[config.mk]
export PLATFORM = sky130hd
export DESIGN_NAME = ils_avg_unit
export DESIGN_NICKNAME = d
export VERILOG_FILES = /design/src/ils_pkg.sv /design/src/ils_avg_unit.sv
export SDC_FILE = /design/constraint.sdc
export NUM_CORES = 2
export LEC_CHECK = 0
export ABC_AREA = 1
export BUFFER_PORTS_ARGS = -buffer_cell sky130_fd_sc_hd__buf_2
export CAP_MARGIN = 10
export CORE_AREA = 4 4 503 456
export CTS_BUF_LIST = sky130_fd_sc_hd__clkbuf_4 sky130_fd_sc_hd__clkbuf_8 sky130_fd_sc_hd__clkbuf_16
export CTS_CLUSTER_SIZE = 30
export DETAILED_ROUTE_END_ITERATION = 16
export DIE_AREA = 0 0 507 460
export GPL_TIMING_DRIVEN = 0
export PLACE_DENSITY_LB_ADDON = 0.15
export SLEW_MARGIN = 15
export SYNTH_ARGS = -nofsm -noshare
export SYNTH_HDL_FRONTEND = slang
export SYNTH_SLANG_ARGS = --single-unit
[constraint.sdc]
create_clock -name clock -period 9.7 [get_ports clock]
set_input_delay 0.485 -clock clock [delete_from_list [all_inputs] [get_ports clock]]
set_output_delay 0.485 -clock clock [all_outputs]
set_load 0.02 [all_outputs]
[src/ils_pkg.sv]
// shared types and constants for the interval latency statistics block
package ils_pkg;

   localparam int SLOT_COUNT = 8;
   localparam int SLOT_W     = 3;
   localparam int SLOT_IDX_W = (SLOT_COUNT > 1) ? $clog2(SLOT_COUNT) : 1;
   localparam int TICK_W     = 64;
   localparam int COUNT_W    = 32;
   localparam int HALF_W     = TICK_W / 2;
   localparam int NUM_W      = TICK_W + COUNT_W;
   localparam int DIV_CNT_W  = $clog2(TICK_W);

   typedef enum logic [1:0] {
      OP_START = 2'd0,
      OP_END   = 2'd1,
      OP_CLEAR = 2'd2,
      OP_READ  = 2'd3
   } op_type;

   typedef struct packed {
      logic [COUNT_W-1:0] count;
      logic [TICK_W-1:0]  average;
      logic [TICK_W-1:0]  addend;
   } avg_req_type;

endpackage

[src/ils_avg_unit.sv]
// shared multiply and radix-2 divide unit for the cumulative average
module ils_avg_unit import ils_pkg::*; (
   input  logic              clock,
   input  logic              reset,
   input  logic              start,
   input  avg_req_type       req,
   output logic              done,
   output logic [TICK_W-1:0] quotient
);

   typedef enum logic [1:0] {
      U_IDLE,
      U_MUL_LO,
      U_MUL_HI,
      U_DIV
   } ustate_type;

   ustate_type             ustate_ff;
   logic                   done_ff;
   logic [DIV_CNT_W-1:0]   cnt_ff;
   logic [COUNT_W-1:0]     n_ff;
   logic [TICK_W-1:0]      avg_ff;
   logic [TICK_W-1:0]      add_ff;
   logic [COUNT_W:0]       div_ff;
   logic [COUNT_W:0]       rem_ff;
   logic [TICK_W-1:0]      num_ff;

   logic [HALF_W-1:0]      mul_a;
   logic [TICK_W-1:0]      prod;
   logic [NUM_W-1:0]       acc;
   logic [NUM_W-1:0]       lo_sum;
   logic [NUM_W-1:0]       hi_sum;
   logic [COUNT_W+1:0]     part;
   logic [COUNT_W+1:0]     diff;

   always_comb begin
      mul_a  = (ustate_ff == U_MUL_LO) ? avg_ff[HALF_W-1:0] : avg_ff[TICK_W-1:HALF_W];
      prod   = TICK_W'(mul_a) * TICK_W'(n_ff);
      acc    = {rem_ff[COUNT_W-1:0], num_ff};
      lo_sum = NUM_W'(prod) + NUM_W'(add_ff);
      hi_sum = acc + {prod, {HALF_W{1'b0}}};
      part   = {rem_ff, num_ff[TICK_W-1]};
      diff   = part - {1'b0, div_ff};
   end

   always_ff @(posedge clock) begin
      if (reset) begin
         ustate_ff <= U_IDLE;
         done_ff   <= 1'b0;
         cnt_ff    <= '0;
      end else begin
         done_ff <= (ustate_ff == U_DIV) && (cnt_ff == '1);
         case (ustate_ff)
            U_IDLE: begin
               if (start) begin
                  n_ff      <= req.count;
                  avg_ff    <= req.average;
                  add_ff    <= req.addend;
                  div_ff    <= (COUNT_W+1)'(req.count) + 1'b1;
                  ustate_ff <= U_MUL_LO;
               end
            end
            U_MUL_LO: begin
               rem_ff    <= {1'b0, lo_sum[NUM_W-1:TICK_W]};
               num_ff    <= lo_sum[TICK_W-1:0];
               ustate_ff <= U_MUL_HI;
            end
            U_MUL_HI: begin
               rem_ff    <= {1'b0, hi_sum[NUM_W-1:TICK_W]};
               num_ff    <= hi_sum[TICK_W-1:0];
               cnt_ff    <= '0;
               ustate_ff <= U_DIV;
            end
            U_DIV: begin
               rem_ff <= diff[COUNT_W+1] ? part[COUNT_W:0] : diff[COUNT_W:0];
               num_ff <= {num_ff[TICK_W-2:0], ~diff[COUNT_W+1]};
               cnt_ff <= cnt_ff + 1'b1;
               if (cnt_ff == '1) begin
                  ustate_ff <= U_IDLE;
               end
            end
            default: ustate_ff <= U_IDLE;
         endcase
      end
   end

   assign done     = done_ff;
   assign quotient = num_ff;

endmodule

# == Word-level counts from Yosys, hierarchy flattened ==
# Index checks and enable logic that the tools add are counted.
# op_classes
n_addsub,5
multipliers,1
eq_ne,6
n_mux,8
bitwise,2
reduce_logical,7
# op_table
cell,count
case mux 64 bit (3 select lines),1
case mux 33 bit (3 select lines),1
adder 96 bit,1
adder 64 x 64 -> 65 bit,1
multiplier 32 x 32 -> 64 bit,1
subtractor 34 x 33 -> 34 bit,1
adder 32 x 1 -> 33 bit (second input constant),1
two-way mux 33 bit,1
two-way mux 32 bit,1
case mux 6 bit (2 select lines),1
case mux 2 bit (4 select lines),1
adder 6 x 1 -> 6 bit (second input constant),1
equality test 6 bit (second input constant),1
equality test 2 bit (second input constant),2
two-way mux 2 bit,2
AND reduction 2 bit,2
AND reduction 3 bit,1
nonzero test 3 bit,1
equality test 2 x 1 -> 1 bit (second input constant),1
logical NOT 2 bit,1
!= test 2 x 1 -> 1 bit (second input constant),1
!= test 2 bit (second input constant),1
inverter 1 bit,2
nonzero test 2 bit,1
logical AND 1 bit,1
# word_totals
regBits,299
inputBits,163
wordCells,38

# == Longest topological paths before layout ==
# logic_depth
depth_word,5
ltp_mapped,52

# == Least setup slack after synthesis ==
# Ideal clock, no wire load.
# synth_path
path_kind,reg2reg
from,register ustate_ff[0]
to,register add_ff[0] (enable)
setup_ps,753
t_arrival_ps,8693
t_required_ps,8947
slack_ps,254
path_stages_with_launch,5
n_path_buf,0
synth_period_minus_slack_ps,9446
path_cell_list,dfxtp_1 inv_1 ha_1 nand2_1 nor2_1
# synth_between
elab_chain_cells,2
# synth_lines
item,line,rtl
from (decl),ils_avg_unit.sv:18,ustate_type ustate_ff;
from (signal assigned),ils_avg_unit.sv:48,ustate_ff <= U_IDLE;
from (signal assigned),ils_avg_unit.sv:60,ustate_ff <= U_MUL_LO;
from (signal assigned),ils_avg_unit.sv:66,ustate_ff <= U_MUL_HI;
logical NOT 2 bit,ils_avg_unit.sv:53,case (ustate_ff)
AND reduction 3 bit (no line),n/a,
to (signal assigned),ils_avg_unit.sv:58,add_ff <= req.addend;
to (decl),ils_avg_unit.sv:23,logic [TICK_W-1:0] add_ff;
# No other way between the ends.
# A chain may end at the register's enable or synchronous reset.

# == Worst setup path in the final report ==
# layout_path
from,register ustate_ff[1]
to,register rem_ff[0] (data pin)
# layout_between
elab_chain_cells,5
word_cells_on_any_way,8
cone_classes,2 x add/sub; 1 x mul; 3 x eq/ne; 2 x mux
# layout_lines
item,line,rtl
equality test 2 x 1 -> 1 bit,"ils_avg_unit.sv:37, ils_avg_unit.sv:53",
two-way mux 32 bit,ils_avg_unit.sv:37,mul_a = (ustate_ff == U_MUL_LO) ? avg_ff[HALF_W-1:0] : avg_ff[TICK_W-1:HALF_W];
multiplier 32 x 32 -> 64 bit,ils_avg_unit.sv:38,prod = TICK_W'(mul_a) * TICK_W'(n_ff);
adder 96 bit / adder 64 x 64 -> 65 bit (equally long branches),"ils_avg_unit.sv:41, ils_avg_unit.sv:40",
case mux 33 bit (3 select lines) (*),ils_avg_unit.sv:53,
to (signal assigned),ils_avg_unit.sv:64,"rem_ff <= {1'b0, lo_sum[NUM_W-1:TICK_W]};"
to (signal assigned),ils_avg_unit.sv:69,"rem_ff <= {1'b0, hi_sum[NUM_W-1:TICK_W]};"
to (signal assigned),ils_avg_unit.sv:75,rem_ff <= diff[COUNT_W+1] ? part[COUNT_W:0] : diff[COUNT_W:0];
to (decl),ils_avg_unit.sv:25,logic [COUNT_W:0] rem_ff;
# Every way passes the cells marked *; elsewhere a longest branch is shown, timed or not.

==> out/qor.csv <==
metric;value;unit
dr.pass1.iters;6;
synthFlopType;edfxtp_1;
crit_buf_inv;14;
crit_path_end_kind;flip-flop;
synth_top_cell_by_area;fa_1;
min_period;9.81;ns
floorplan.initialDensity;24.9;%
synth_warnings;0;
insertion_delay;0.64;ns
final_util;33.4;%
slew_headroom;16.3;%
max-cap-violations;0;
cts_max_level;2;
worstSetupStartpointType;flip-flop;
dieArea;0.233;mm2
core-area;0.224;mm2
dpl.hpwl;224000;um
routed_wl;269000;um
timing.final.crit_share;101;%
cts_tree;done;
crit_fanout;10;
critical_path.max_stage_delay;0.62;ns
overflow;0;
initialDrtViolationCount;3989;
rsz0062_at_grt;true;
die_h;460;um
cts_sinks;299;
avgSynthCellArea;7.95;um2
worst-slew-pin-transition;1.26;ns
worstPathArrival;10.20;ns
antenna_found_initial;26;
synth_area_leaders;fa_1 (32%), edfxtp_1 (16%), ha_1 (9.9%);
fin_worst_skew;0.0486;ns
setup_viol_count_final;5;
slew_violations;0;
syn_inst;7015;
crit_slowest_cell;fa_2;
postRouteAntennaNets;0;
cp.required;10.09;ns
hp-class;input pin to flip-flop;
grt_pass1_vias;52200;
yosysTopAreaCellShare;32.3;%
path_class;flip-flop to flip-flop;
crit_family;adder cells;
fmax;102;MHz
setup_slack;-0.113;ns
io_pins;228;
violations;setup timing;
grt_usage;22.6;%
final_layout_size_suffix_gt1_share;27.2;%
path_clk_slew;0.09;ns
ys_ff_latch;299;
ys_seq_area_share;15.9;%
grt_max_degree;31;
root_buffer;clkbuf_16;
post_drt_wl_per_cell;25.1;um
die_width;507;um
grt_pass1_wl;381000;um
port_buffers;226;
ctsLongestPathBuffers;3;
hold_viol;0;
via_count;51500;
setup_tns;-0.284;ns
syn-num-nets;8517;
ys_types;61;
num_rows;165;
status;finished, violations left;
syn_area;0.0558;mm2
cts_made_buffers;42;
place_congestion;0.941;
synth_edf_count;290;
synthArstFlopShare;0;%
syn_to_final_growth;34.1;%
final_nets;9205;
drcViolationCount;0;
viasPerCell;4.80;
## cells in the final DEF, fill, tap and decap left out, types with 51 or more instances in the layout
| master | count |
|---|---|
| nand2_2 | 113 |
| nand3_1 | 131 |
| nor2_2 | 104 |
| buf_6 | 52 |
| o21ai_0 | 113 |
| nor2_1 | 844 |
| a21oi_1 | 195 |
| a21oi_2 | 95 |
| o21ai_2 | 52 |
| inv_1 | 1217 |
| nand2_4 | 53 |
| nand2_1 | 1192 |
| ha_1 | 321 |
| ha_4 | 101 |
| dlygate4sd3_1 | 51 |
| clkbuf_1 | 53 |
| nand3_2 | 60 |
| fa_1 | 815 |
| inv_2 | 136 |
| buf_4 | 254 |
| clkbuf_16 | 57 |
| buf_2 | 232 |
| o21ai_1 | 82 |
| nor2_4 | 102 |
| buf_12 | 88 |
| fa_2 | 84 |
| edfxtp_1 | 290 |
## cells in the mapped netlist (4+ instances only)
cell type  instances
inv_1           1379
nand2_1         1353
nor2_1          1040
fa_1             899
ha_1             440
a21oi_1          332
edfxtp_1         290
o21ai_0          238
nand3_1          195
clkbuf_1         177
xor2_1            69
xnor2_1           59
nor3_1            57
a21o_1            52
o21bai_1          52
o21ai_1           43
a31oi_1           36
or2_2             36
nand4_1           27
buf_2             19
o211ai_1          17
clkinv_1          16
nor4_1            14
a22o_1            13
o21a_1            13
a21boi_0          12
or2_1             11
nand3b_1          10
dfxtp_1            9
inv_2              9
and3_1             8
o211ai_2           8
o21ai_2            8
a21boi_1           7
buf_1              7
nand2_2            7
nand3_2            6
nor2_2             6
a21oi_2            5
a211oi_1           4
nor2_4             4
## routing by layer
metal	global-route usage, %	routed length [um]
met5	0	49
met4	6.95	11400
met3	2.91	16700
met2	35.4	118000
met1	32.4	123000
## flip-flops by register name, summed over array words and instances, names as in the netlist
register,count
cnt_ff,6
rem_ff,33
add_ff,64
div_ff,33
n_ff,32
done,1
quotient,64
ustate_ff,2
avg_ff,64
## timing repair
action / in CTS / in global routing
gates resized for setup: 1184 / 980
setup endpoints to repair: 85 / 73
hold buffers: 51 / 0
pin swaps: 227 / 355
setup buffers: 239 / 132
hold endpoints to repair: 51 / 0
gates cloned: 3 / 0
## cell type report
cell class	count	area, um2
Buffer	193	1740
Clock buffer	50	1130
Clock inverter	26	280
Antenna cell	5	12.5
Multi-Input combinational cell	5103	47700
Fill cell	23700	149000
Inverter	1404	5440
Tap cell	3006	3760
Sequential cell	299	8890
Timing Repair Buffer	660	5800
## worst register-to-register path: cells and delay by family (launching register included)
kind	cells	cell delay, ns
buffers and inverters	14	1.52
AND/OR/NAND/NOR	18	1.67
adder cells (fa/ha/maj)	11	4.96
flip-flops	1	0.34
AO/OA/AOI/OAI	6	1.12
## worst paths after layout
kind                startpoint          to  slack [ns]  cells past startpoint
setup reg to reg  ustate_ff[1]   rem_ff[0]       -0.11                     49
hold reg to reg      cnt_ff[4]   cnt_ff[4]        0.47                      1
hold / removal         req[79]  avg_ff[15]        0.05                      1
setup / recovery  ustate_ff[1]   rem_ff[0]       -0.11                     49
## logic make-up (layout without fill, tap and decap cells)
| group | Yosys count | after routing | synth area share [%] |
|---|---|---|---|
| buffers and inverters | 1613 | 2333 | 11.0 |
| AND/OR/NAND/NOR | 2784 | 2784 | 20.1 |
| flip-flops | 299 | 299 | 15.9 |
| adder cells (fa/ha/maj) | 1339 | 1339 | 42.2 |
| other | 0 | 5 | 0 |
| AO/OA/AOI/OAI | 852 | 852 | 8.80 |
| XOR/XNOR | 128 | 128 | 2.01 |
## metrics by stage
| stage | hold slack, ns | setup WS [ns] | instances | cell area [um2] |
|---|---|---|---|---|
| final | 0.0454 | -0.113 | 10700 | 74700 |
| after detailed placement | 0.464 | -3.35 | 10300 | 61000 |
| after floorplan | 0.436 | 0.254 | 7015 | 55800 |
| after CTS | 0.000219 | -0.169 | 10600 | 70100 |
| after global placement | 0.458 | -4.91 | 10200 | 60600 |
| after global routing | 0.00970 | -0.355 | 10700 | 74700 |
Power is left out: the tool's default activity adds up to more than one toggle a clock period on the data nets, which glitch-free logic cannot reach.
